File: config.mk
export PLATFORM = sky130hd
export DESIGN_NAME = civil_date_to_day_second
export DESIGN_NICKNAME = d
export VERILOG_FILES = /design/src/sv/cdds_pkg.sv /design/src/sv/civil_date_to_day_second.sv
export SDC_FILE = /design/constraint.sdc
export NUM_CORES = 1
export LEC_CHECK = 0
export ABC_AREA = 1
export BUFFER_PORTS_ARGS = -buffer_cell sky130_fd_sc_hd__buf_4
export CAP_MARGIN = 20
export CORE_UTILIZATION = 58
export DETAILED_ROUTE_END_ITERATION = 7
export PLACE_DENSITY = 0.87
export SLEW_MARGIN = 20
export SYNTH_ARGS = -nofsm -noshare
export SYNTH_HDL_FRONTEND = slang
export SYNTH_SLANG_ARGS = --single-unit
File: constraint.sdc
create_clock -name clock -period 6.11 [get_ports clock]
set_input_delay 1.222 -clock clock [delete_from_list [all_inputs] [get_ports clock]]
set_output_delay 1.222 -clock clock [all_outputs]
set_load 0.1 [all_outputs]
File: src/sv/cdds_pkg.sv
// cdds_pkg: constants, month tables and pipeline stage types for the
// civil date to day/second converter. No dependencies.
`timescale 1ns / 1ps
`default_nettype none

package cdds_pkg;

   // calendar constants
   localparam int unsigned SECS_PER_DAY   = 86400;
   localparam int unsigned DAYS_PER_CYCLE = (400 * 365) + 97;

   // accepted zone offset range, minutes west
   localparam logic signed [10:0] ZONE_MIN = -11'sd720;
   localparam logic signed [10:0] ZONE_MAX = 11'sd720;

   // year / 400 as (year >> 4) / 25, with 1/25 taken as 1311 / 2^15
   localparam logic [10:0] DIV25_MUL   = 11'd1311;
   localparam int unsigned DIV25_SHIFT = 15;

   // month codes used by the leap adjustments
   localparam logic [3:0] MONTH_JAN = 4'd1;
   localparam logic [3:0] MONTH_FEB = 4'd2;
   localparam logic [3:0] MONTH_DEC = 4'd12;

   // days in a month of a common year, zero for a code that is no month
   function automatic logic [4:0] month_len(input logic [3:0] month);
      logic [4:0] len;
      case (month)
         4'd1:    len = 5'd31;
         4'd2:    len = 5'd28;
         4'd3:    len = 5'd31;
         4'd4:    len = 5'd30;
         4'd5:    len = 5'd31;
         4'd6:    len = 5'd30;
         4'd7:    len = 5'd31;
         4'd8:    len = 5'd31;
         4'd9:    len = 5'd30;
         4'd10:   len = 5'd31;
         4'd11:   len = 5'd30;
         4'd12:   len = 5'd31;
         default: len = 5'd0;
      endcase
      return len;
   endfunction

   // days before the first of the month in a common year
   function automatic logic [8:0] month_start(input logic [3:0] month);
      logic [8:0] start;
      case (month)
         4'd1:    start = 9'd0;
         4'd2:    start = 9'd31;
         4'd3:    start = 9'd59;
         4'd4:    start = 9'd90;
         4'd5:    start = 9'd120;
         4'd6:    start = 9'd151;
         4'd7:    start = 9'd181;
         4'd8:    start = 9'd212;
         4'd9:    start = 9'd243;
         4'd10:   start = 9'd273;
         4'd11:   start = 9'd304;
         4'd12:   start = 9'd334;
         default: start = 9'd0;
      endcase
      return start;
   endfunction

   // stage 1: range checks done, year split started, local seconds summed
   typedef struct packed {
      logic               ok;
      logic [13:0]        year;
      logic [3:0]         month;
      logic [4:0]         mday;
      logic [5:0]         q400;
      logic signed [18:0] secs;
   } s1_type;

   // stage 2: year within cycle, cycle days, day of year with carry
   typedef struct packed {
      logic               ok;
      logic [8:0]         y4;
      logic signed [22:0] cyc_days;
      logic signed [9:0]  mon_days;
      logic [16:0]        sec;
   } s2_type;

   // stage 3: days of the years within the cycle, partial day sum
   typedef struct packed {
      logic               ok;
      logic [17:0]        yr_days;
      logic signed [22:0] base;
      logic [16:0]        sec;
   } s3_type;

endpackage

`default_nettype wire

File: src/sv/civil_date_to_day_second.sv
// civil_date_to_day_second: four stage pipeline converting a local Gregorian
// date and time with zone offset to a UTC day number and second of day.
// Depends on cdds_pkg.
//
//  channel   direction  handshake            payload
//  req_      in         req_valid/req_stall  zone, year, month, day, hour, min, sec
//  rsp_      out        rsp_valid/rsp_stall  valid_res, day_number, second_of_day
//
// One request enters per cycle while req_stall is low. Requests pass through
// the four register stages: checks and year/400, leap and day-of-year,
// years-in-cycle days, final sum into the output register.
// Each stage moves when it is empty or the stage after it moves, so bubbles
// close up and requests are taken while a finished response waits.
// Reset (synchronous, active high) clears the stage valid bits only.
`timescale 1ns / 1ps
`default_nettype none

module civil_date_to_day_second
   import cdds_pkg::*;
#(
   parameter int unsigned YEAR_MAX = 9999
) (
   input  wire logic               clock,
   input  wire logic               reset,
   input  wire logic               req_valid,
   output      logic               req_stall,
   input  wire logic signed [10:0] req_zone_minutes_west,
   input  wire logic [13:0]        req_year_in,
   input  wire logic [3:0]         req_month_in,
   input  wire logic [4:0]         req_day_of_month,
   input  wire logic [4:0]         req_hour_in,
   input  wire logic [5:0]         req_minute_in,
   input  wire logic [5:0]         req_second_in,
   output      logic               rsp_valid,
   input  wire logic               rsp_stall,
   output      logic               rsp_valid_res,
   output      logic signed [22:0] rsp_day_number,
   output      logic [16:0]        rsp_second_of_day
);

   localparam logic [16:0] YEAR_LIMIT = 17'(YEAR_MAX);

   logic   v1_ff, v2_ff, v3_ff, v4_ff;
   logic   en1, en2, en3, en4;
   s1_type s1_ff, s1_in;
   s2_type s2_ff, s2_in;
   s3_type s3_ff, s3_in;
   logic               res_ok_ff, res_ok_in;
   logic signed [22:0] res_day_ff, res_day_in;
   logic [16:0]        res_sec_ff, res_sec_in;

   // stage enables: a stage moves when empty or when its successor moves
   always_comb begin
      en4 = !v4_ff || !rsp_stall;
      en3 = !v3_ff || en4;
      en2 = !v2_ff || en3;
      en1 = !v1_ff || en2;
   end

   assign req_stall = !en1;

   // stage 1: field checks, year / 400, local seconds plus zone offset
   logic [16:0]        tod;
   logic signed [18:0] zone_secs;
   logic [20:0]        qprod;
   always_comb begin
      tod       = 17'(req_hour_in) * 17'd3600 + 17'(req_minute_in) * 17'd60
                  + 17'(req_second_in);
      zone_secs = 19'(req_zone_minutes_west) * 19'sd60;
      qprod     = 21'(req_year_in[13:4]) * 21'(DIV25_MUL);
      s1_in.ok    = (req_zone_minutes_west >= ZONE_MIN)
                    && (req_zone_minutes_west <= ZONE_MAX)
                    && ({3'd0, req_year_in} <= YEAR_LIMIT)
                    && (req_month_in >= MONTH_JAN) && (req_month_in <= MONTH_DEC)
                    && (req_hour_in <= 5'd23) && (req_minute_in <= 6'd59)
                    && (req_second_in <= 6'd59) && (req_day_of_month != 5'd0);
      s1_in.year  = req_year_in;
      s1_in.month = req_month_in;
      s1_in.mday  = req_day_of_month;
      s1_in.q400  = qprod[DIV25_SHIFT +: 6];
      s1_in.secs  = $signed({2'b00, tod}) + zone_secs;
   end

   // stage 2: year within cycle, leap rule, month length, day carry
   logic [14:0] q400x;
   logic [8:0]  y4;
   logic        leap;
   logic [4:0]  mlen;
   logic [23:0] cyc_prod;
   logic signed [1:0] adj;
   always_comb begin
      q400x    = 15'(s1_ff.q400) * 15'd400;
      y4       = 9'(15'(s1_ff.year) - q400x);
      leap     = (s1_ff.year[1:0] == 2'b00) && (y4 != 9'd100) && (y4 != 9'd200)
                 && (y4 != 9'd300);
      mlen     = month_len(s1_ff.month)
                 + 5'((leap && (s1_ff.month == MONTH_FEB)) ? 1 : 0);
      cyc_prod = 24'(s1_ff.q400) * 24'(DAYS_PER_CYCLE);
      if (s1_ff.secs < 0) begin
         adj       = -2'sd1;
         s2_in.sec = 17'(s1_ff.secs + 19'(SECS_PER_DAY));
      end else if (s1_ff.secs >= $signed(19'(SECS_PER_DAY))) begin
         adj       = 2'sd1;
         s2_in.sec = 17'(s1_ff.secs - 19'(SECS_PER_DAY));
      end else begin
         adj       = 2'sd0;
         s2_in.sec = 17'(s1_ff.secs);
      end
      s2_in.ok       = s1_ff.ok && (s1_ff.mday <= mlen);
      s2_in.y4       = y4;
      s2_in.cyc_days = $signed(cyc_prod[22:0]);
      s2_in.mon_days = $signed({1'b0, month_start(s1_ff.month)})
                       + $signed(10'((leap && (s1_ff.month > MONTH_FEB)) ? 1 : 0))
                       + $signed(10'(s1_ff.mday)) - 10'sd1
                       + {{8{adj[1]}}, adj};
   end

   function automatic logic y4_gt(input logic [8:0] a, input logic [8:0] b);
      return a > b;
   endfunction

   // stage 3: days of the years before this one in the 400-year cycle
   logic [1:0] cent;
   logic [9:0] quad;
   always_comb begin
      cent = 2'((y4_gt(s2_ff.y4, 9'd100) ? 1 : 0) + (y4_gt(s2_ff.y4, 9'd200) ? 1 : 0)
                + (y4_gt(s2_ff.y4, 9'd300) ? 1 : 0));
      quad = (10'(s2_ff.y4) + 10'd3) >> 2;
      s3_in.ok      = s2_ff.ok;
      s3_in.yr_days = 18'(s2_ff.y4) * 18'd365 + 18'(quad) - 18'(cent);
      s3_in.base    = s2_ff.cyc_days + {{13{s2_ff.mon_days[9]}}, s2_ff.mon_days};
      s3_in.sec     = s2_ff.sec;
   end

   // stage 4: final day sum, zeroed fields for a rejected request
   always_comb begin
      res_ok_in  = s3_ff.ok;
      res_day_in = s3_ff.ok ? (s3_ff.base + $signed({5'd0, s3_ff.yr_days})) : 23'sd0;
      res_sec_in = s3_ff.ok ? s3_ff.sec : 17'd0;
   end

   // stage valid bits
   always_ff @(posedge clock) begin
      if (reset) begin
         v1_ff <= 1'b0;
         v2_ff <= 1'b0;
         v3_ff <= 1'b0;
         v4_ff <= 1'b0;
      end else begin
         if (en1) v1_ff <= req_valid;
         if (en2) v2_ff <= v1_ff;
         if (en3) v3_ff <= v2_ff;
         if (en4) v4_ff <= v3_ff;
      end
   end

   // stage payloads
   always_ff @(posedge clock) begin
      if (en1) s1_ff <= s1_in;
      if (en2) s2_ff <= s2_in;
      if (en3) s3_ff <= s3_in;
      if (en4) begin
         res_ok_ff  <= res_ok_in;
         res_day_ff <= res_day_in;
         res_sec_ff <= res_sec_in;
      end
   end

   assign rsp_valid         = v4_ff;
   assign rsp_valid_res     = res_ok_ff;
   assign rsp_day_number    = res_day_ff;
   assign rsp_second_of_day = res_sec_ff;

   // a rejected request carries zero day and second
   a_reject_zero: assert property (@(posedge clock) disable iff (reset)
      rsp_valid && !rsp_valid_res |-> rsp_day_number == 23'sd0
                                      && rsp_second_of_day == 17'd0)
      else $error("rejected response has nonzero fields");

   // second of day stays inside one day
   a_sec_range: assert property (@(posedge clock) disable iff (reset)
      rsp_valid |-> rsp_second_of_day < 17'(SECS_PER_DAY))
      else $error("second of day out of range");

   // an accepted date never lands more than one day before day zero
   a_day_floor: assert property (@(posedge clock) disable iff (reset)
      rsp_valid && rsp_valid_res |-> rsp_day_number >= -23'sd1)
      else $error("day number below minus one");

   // input is held off only while every stage is full
   a_stall_full: assert property (@(posedge clock) disable iff (reset)
      req_stall |-> v1_ff && v2_ff && v3_ff && v4_ff)
      else $error("request stalled with a free stage");

   // stage 2 carry leaves the second inside one day
   a_s2_sec: assert property (@(posedge clock) disable iff (reset)
      v2_ff && s2_ff.ok |-> s2_ff.sec < 17'(SECS_PER_DAY))
      else $error("carry stage second out of range");

endmodule

`default_nettype wire

==> results_dict.tcl <==
set metrics [dict create \
    syn_nets 3022 \
    fin_crit_sh_pct 95.6 \
    max_slew_margin_pct 32.3 \
    fmax_mhz 171 \
    r2r-start "s2_ff[51]" \
    vias 17000 \
    synth_warnings 0 \
    antenna_found_initial 0 \
    max_slew.worst_pin.slew_ns 1.01 \
    initialDrtViolationCount 985 \
    antenna_cells 0 \
    die_h_um 195 \
    cts_resized 0 \
    synth_flop_cell "edfxtp_1" \
    grt_max_degree 62 \
    nNetsFinal 3182 \
    final_hold_viol_count 0 \
    clk_path_buf_depth 3 \
    ys_seq_elements 220 \
    avgRoutedWirePerCell_um 15.7 \
    rows 70 \
    core_area_um2 36600 \
    viasPerCell 5.43 \
    crit_start "req_minute_in[3]" \
    required_ns 6.39 \
    cts_sinks 220 \
    synth-edff-count 204 \
    async_reset_ff_share_pct 0 \
    outcome "finished clean" \
    worstPathMaxFanout 5 \
    whs_ns 0.416 \
    drtAntennaViolNets 0 \
    ctsHtreeMaxLevel 1 \
    area_growth_pct 11.7 \
    routed_wirelength_mm 49.3 \
    dieWidth_um 195 \
    drive_gt1_share_pct 8.33 \
    critPathCapture "s1_ff[17]" \
    maxCapViolations 0 \
    nFillCells 2874 \
    cp-start-kind "input pin" \
    worstSkewPairLatency_ns 0.53 \
    synth_cell_type_count 52 \
    end_kind "flop" \
    postCtsSetupRepairBufs 0 \
    min_path_type "flop to flop" \
    post-place-ws_ns -0.304 \
    avgSynthCellArea_um2 8.69 \
    gp_congestion 0.967 \
    rsz0062_at_grt "no" \
    grt_pass1_vias 17000 \
    grtUsageTotal_pct 26.1 \
    port_buffers 97 \
    grt_pass1_wl_mm 80.6 \
    cts_made_buffers 25 \
    setup_viol 0 \
    r2r_cells 21 \
    setup_ws_ns 0.271 \
    cts_root_buf "clkbuf_16" \
    dp_hpwl_mm 40.4 \
    reg2reg_to "s3_ff[56]" \
    maxSlewViolCount 0 \
    cts_tree "done" \
    period_needed_ns 5.84 \
    start_util_pct 59.0 \
    die_area_um2 38000 \
    grt.overflow.total 0 \
    crit_type "input pin to flop" \
    ctsHoldBuffers 0 \
    cp.arrival_ns 6.12 \
    fin_worst_skew_ns 0.00954 \
    clkTransAtPathRegs_ns 0.06 \
    syn_inst 2487 \
    rrSetupSlack_ns 1.16 \
    ioPinCount 98 \
    synthesis.area_um2 21600 \
    drc 0 \
    seq_area_frac_synth_pct 29.8 \
    dr.pass1.iters 6 \
]
## metal layers
layer	vias up	GRT usage, %	part of all wire (%)
li1	8461	-	-
met5	-	0	0
met4	0	7.90	2.4
met1	8031	34.6	45
met3	73	2.54	4.8
met2	461	45.1	48
## metrics by stage
step / area [µm²] / TNS, ns / cells / util, %
after floorplan: 21600 / 0 / 2487 / -
final: 24100 / 0 / 3133 / 66.0
after detailed placement: 23200 / -1.16 / 3088 / 63.4
after global placement: 23200 / -0.730 / 3088 / 63.4
after CTS: 24100 / 0 / 3133 / 65.9
after global routing: 24100 / 0 / 3133 / 66.0
## worst max-delay path: stages
cell and delay, ns:
buf_4 0.11, inv_1 0.12, fa_1 0.45, fa_1 0.51, inv_1 0.04, ha_1 0.34
a21oi_1 0.14, nand2_1 0.09, a21oi_1 0.14, o21ai_0 0.12, xnor2_1 0.16, inv_1 0.06
ha_1 0.27, ha_1 0.36, a21o_1 0.17, a31oi_1 0.22, nand2_1 0.11, a21oi_1 0.17
xor2_1 0.18, ha_1 0.29, a21oi_1 0.21, o21ai_0 0.17, nand2_1 0.10, nand2_1 0.07
a21oi_2 0.14, inv_1 0.06, nand2_1 0.06, nand2_1 0.06
## sequential cells by signal, summed over array words and instances (netlist names), named ones only
register           cells
rsp_second_of_day     17
rsp_valid              1
v2_ff                  1
s3_ff                 58
v3_ff                  1
s2_ff                 60
res_ok_in              1
s1_ff                 44
rsp_day_number        23
rsp_valid_res          1
v1_ff                  1
## worst min-delay path by stage
| stage | endpoint | start | cells after the start | slack [ns] |
|---|---|---|---|---|
| finish | s3_ff[5] | s2_ff[5] | 0 | 0.42 |
| global placement | s3_ff[8] | s2_ff[8] | 0 | 0.40 |
| global route | s3_ff[12] | s2_ff[12] | 0 | 0.43 |
| floorplan | res_ok_in | s2_ff[59] | 0 | 0.40 |
| CTS | s3_ff[7] | s2_ff[7] | 0 | 0.42 |
| detailed placement | s3_ff[10] | s2_ff[10] | 0 | 0.40 |
## synth_stat cells, types with 4 or more instances
| master | number | area, µm² |
|---|---|---|
| clkbuf_1 | 5 | 18.8 |
| o21ai_1 | 12 | 60.1 |
| o211ai_1 | 8 | 60.1 |
| a21boi_0 | 4 | 30.0 |
| a211oi_1 | 5 | 37.5 |
| ha_1 | 361 | 4520 |
| edfxtp_1 | 204 | 6130 |
| o31ai_1 | 4 | 30.0 |
| nor4_1 | 4 | 25.0 |
| nand3b_1 | 5 | 37.5 |
| or2_2 | 5 | 31.3 |
| nand2_1 | 473 | 1780 |
| xnor2_1 | 36 | 315 |
| a21o_1 | 5 | 37.5 |
| xor2_1 | 73 | 639 |
| fa_1 | 119 | 2380 |
| dfxtp_1 | 16 | 320 |
| inv_1 | 500 | 1880 |
| o21ai_2 | 4 | 35.0 |
| a21oi_1 | 164 | 821 |
| nand4_1 | 38 | 238 |
| nand2_2 | 6 | 37.5 |
| nand3_1 | 111 | 556 |
| nor3_1 | 21 | 105 |
| o21a_1 | 12 | 90.1 |
| o21ai_0 | 84 | 420 |
| nor2_1 | 160 | 601 |
| o21bai_1 | 7 | 52.6 |
## cells by family after synthesis
| group | Yosys count | share of synthesized area [%] |
|---|---|---|
| flops | 220 | 29.8 |
| simple gates | 838 | 16.4 |
| xor+xnor | 109 | 4.42 |
| fa+ha+maj | 480 | 31.9 |
| compound gates | 323 | 8.32 |
| buf+inv | 517 | 9.13 |
## area by class of cell
type                            count  area (µm²)  share of cell area (%)
Multi-Input combinational cell   1750       13200                    54.7
Sequential cell                   220        6450                    26.7
Inverter                          506        1910                    7.91
Timing Repair Buffer              144        1080                    4.48
Clock buffer                       29         641                    2.65
Tap cell                          468         586                    2.43
Clock inverter                     16         269                    1.11
## layout by cell type (no fill, tap or decap), types with 5 or more instances in the layout
cell type  instances
o21ai_1           14
nor2_1           160
xnor2_1           36
nand2_1          472
inv_6              5
o211ai_1           8
o21bai_1           7
xor2_1            73
or2_2              5
nand2_2            7
clkbuf_16         25
bufinv_16          7
edfxtp_1         204
nor3_1            21
o21ai_0           82
a21o_1             5
fa_1             119
o21a_1            12
buf_4            144
a21oi_1          163
nand3_1          111
a211oi_1           5
inv_1            499
nand3b_1           5
ha_1             360
dfxtp_1           16
nand4_1           38
Power is not shown: default switching activity piles up to over one toggle a cycle in this logic, so the estimate is an artifact.
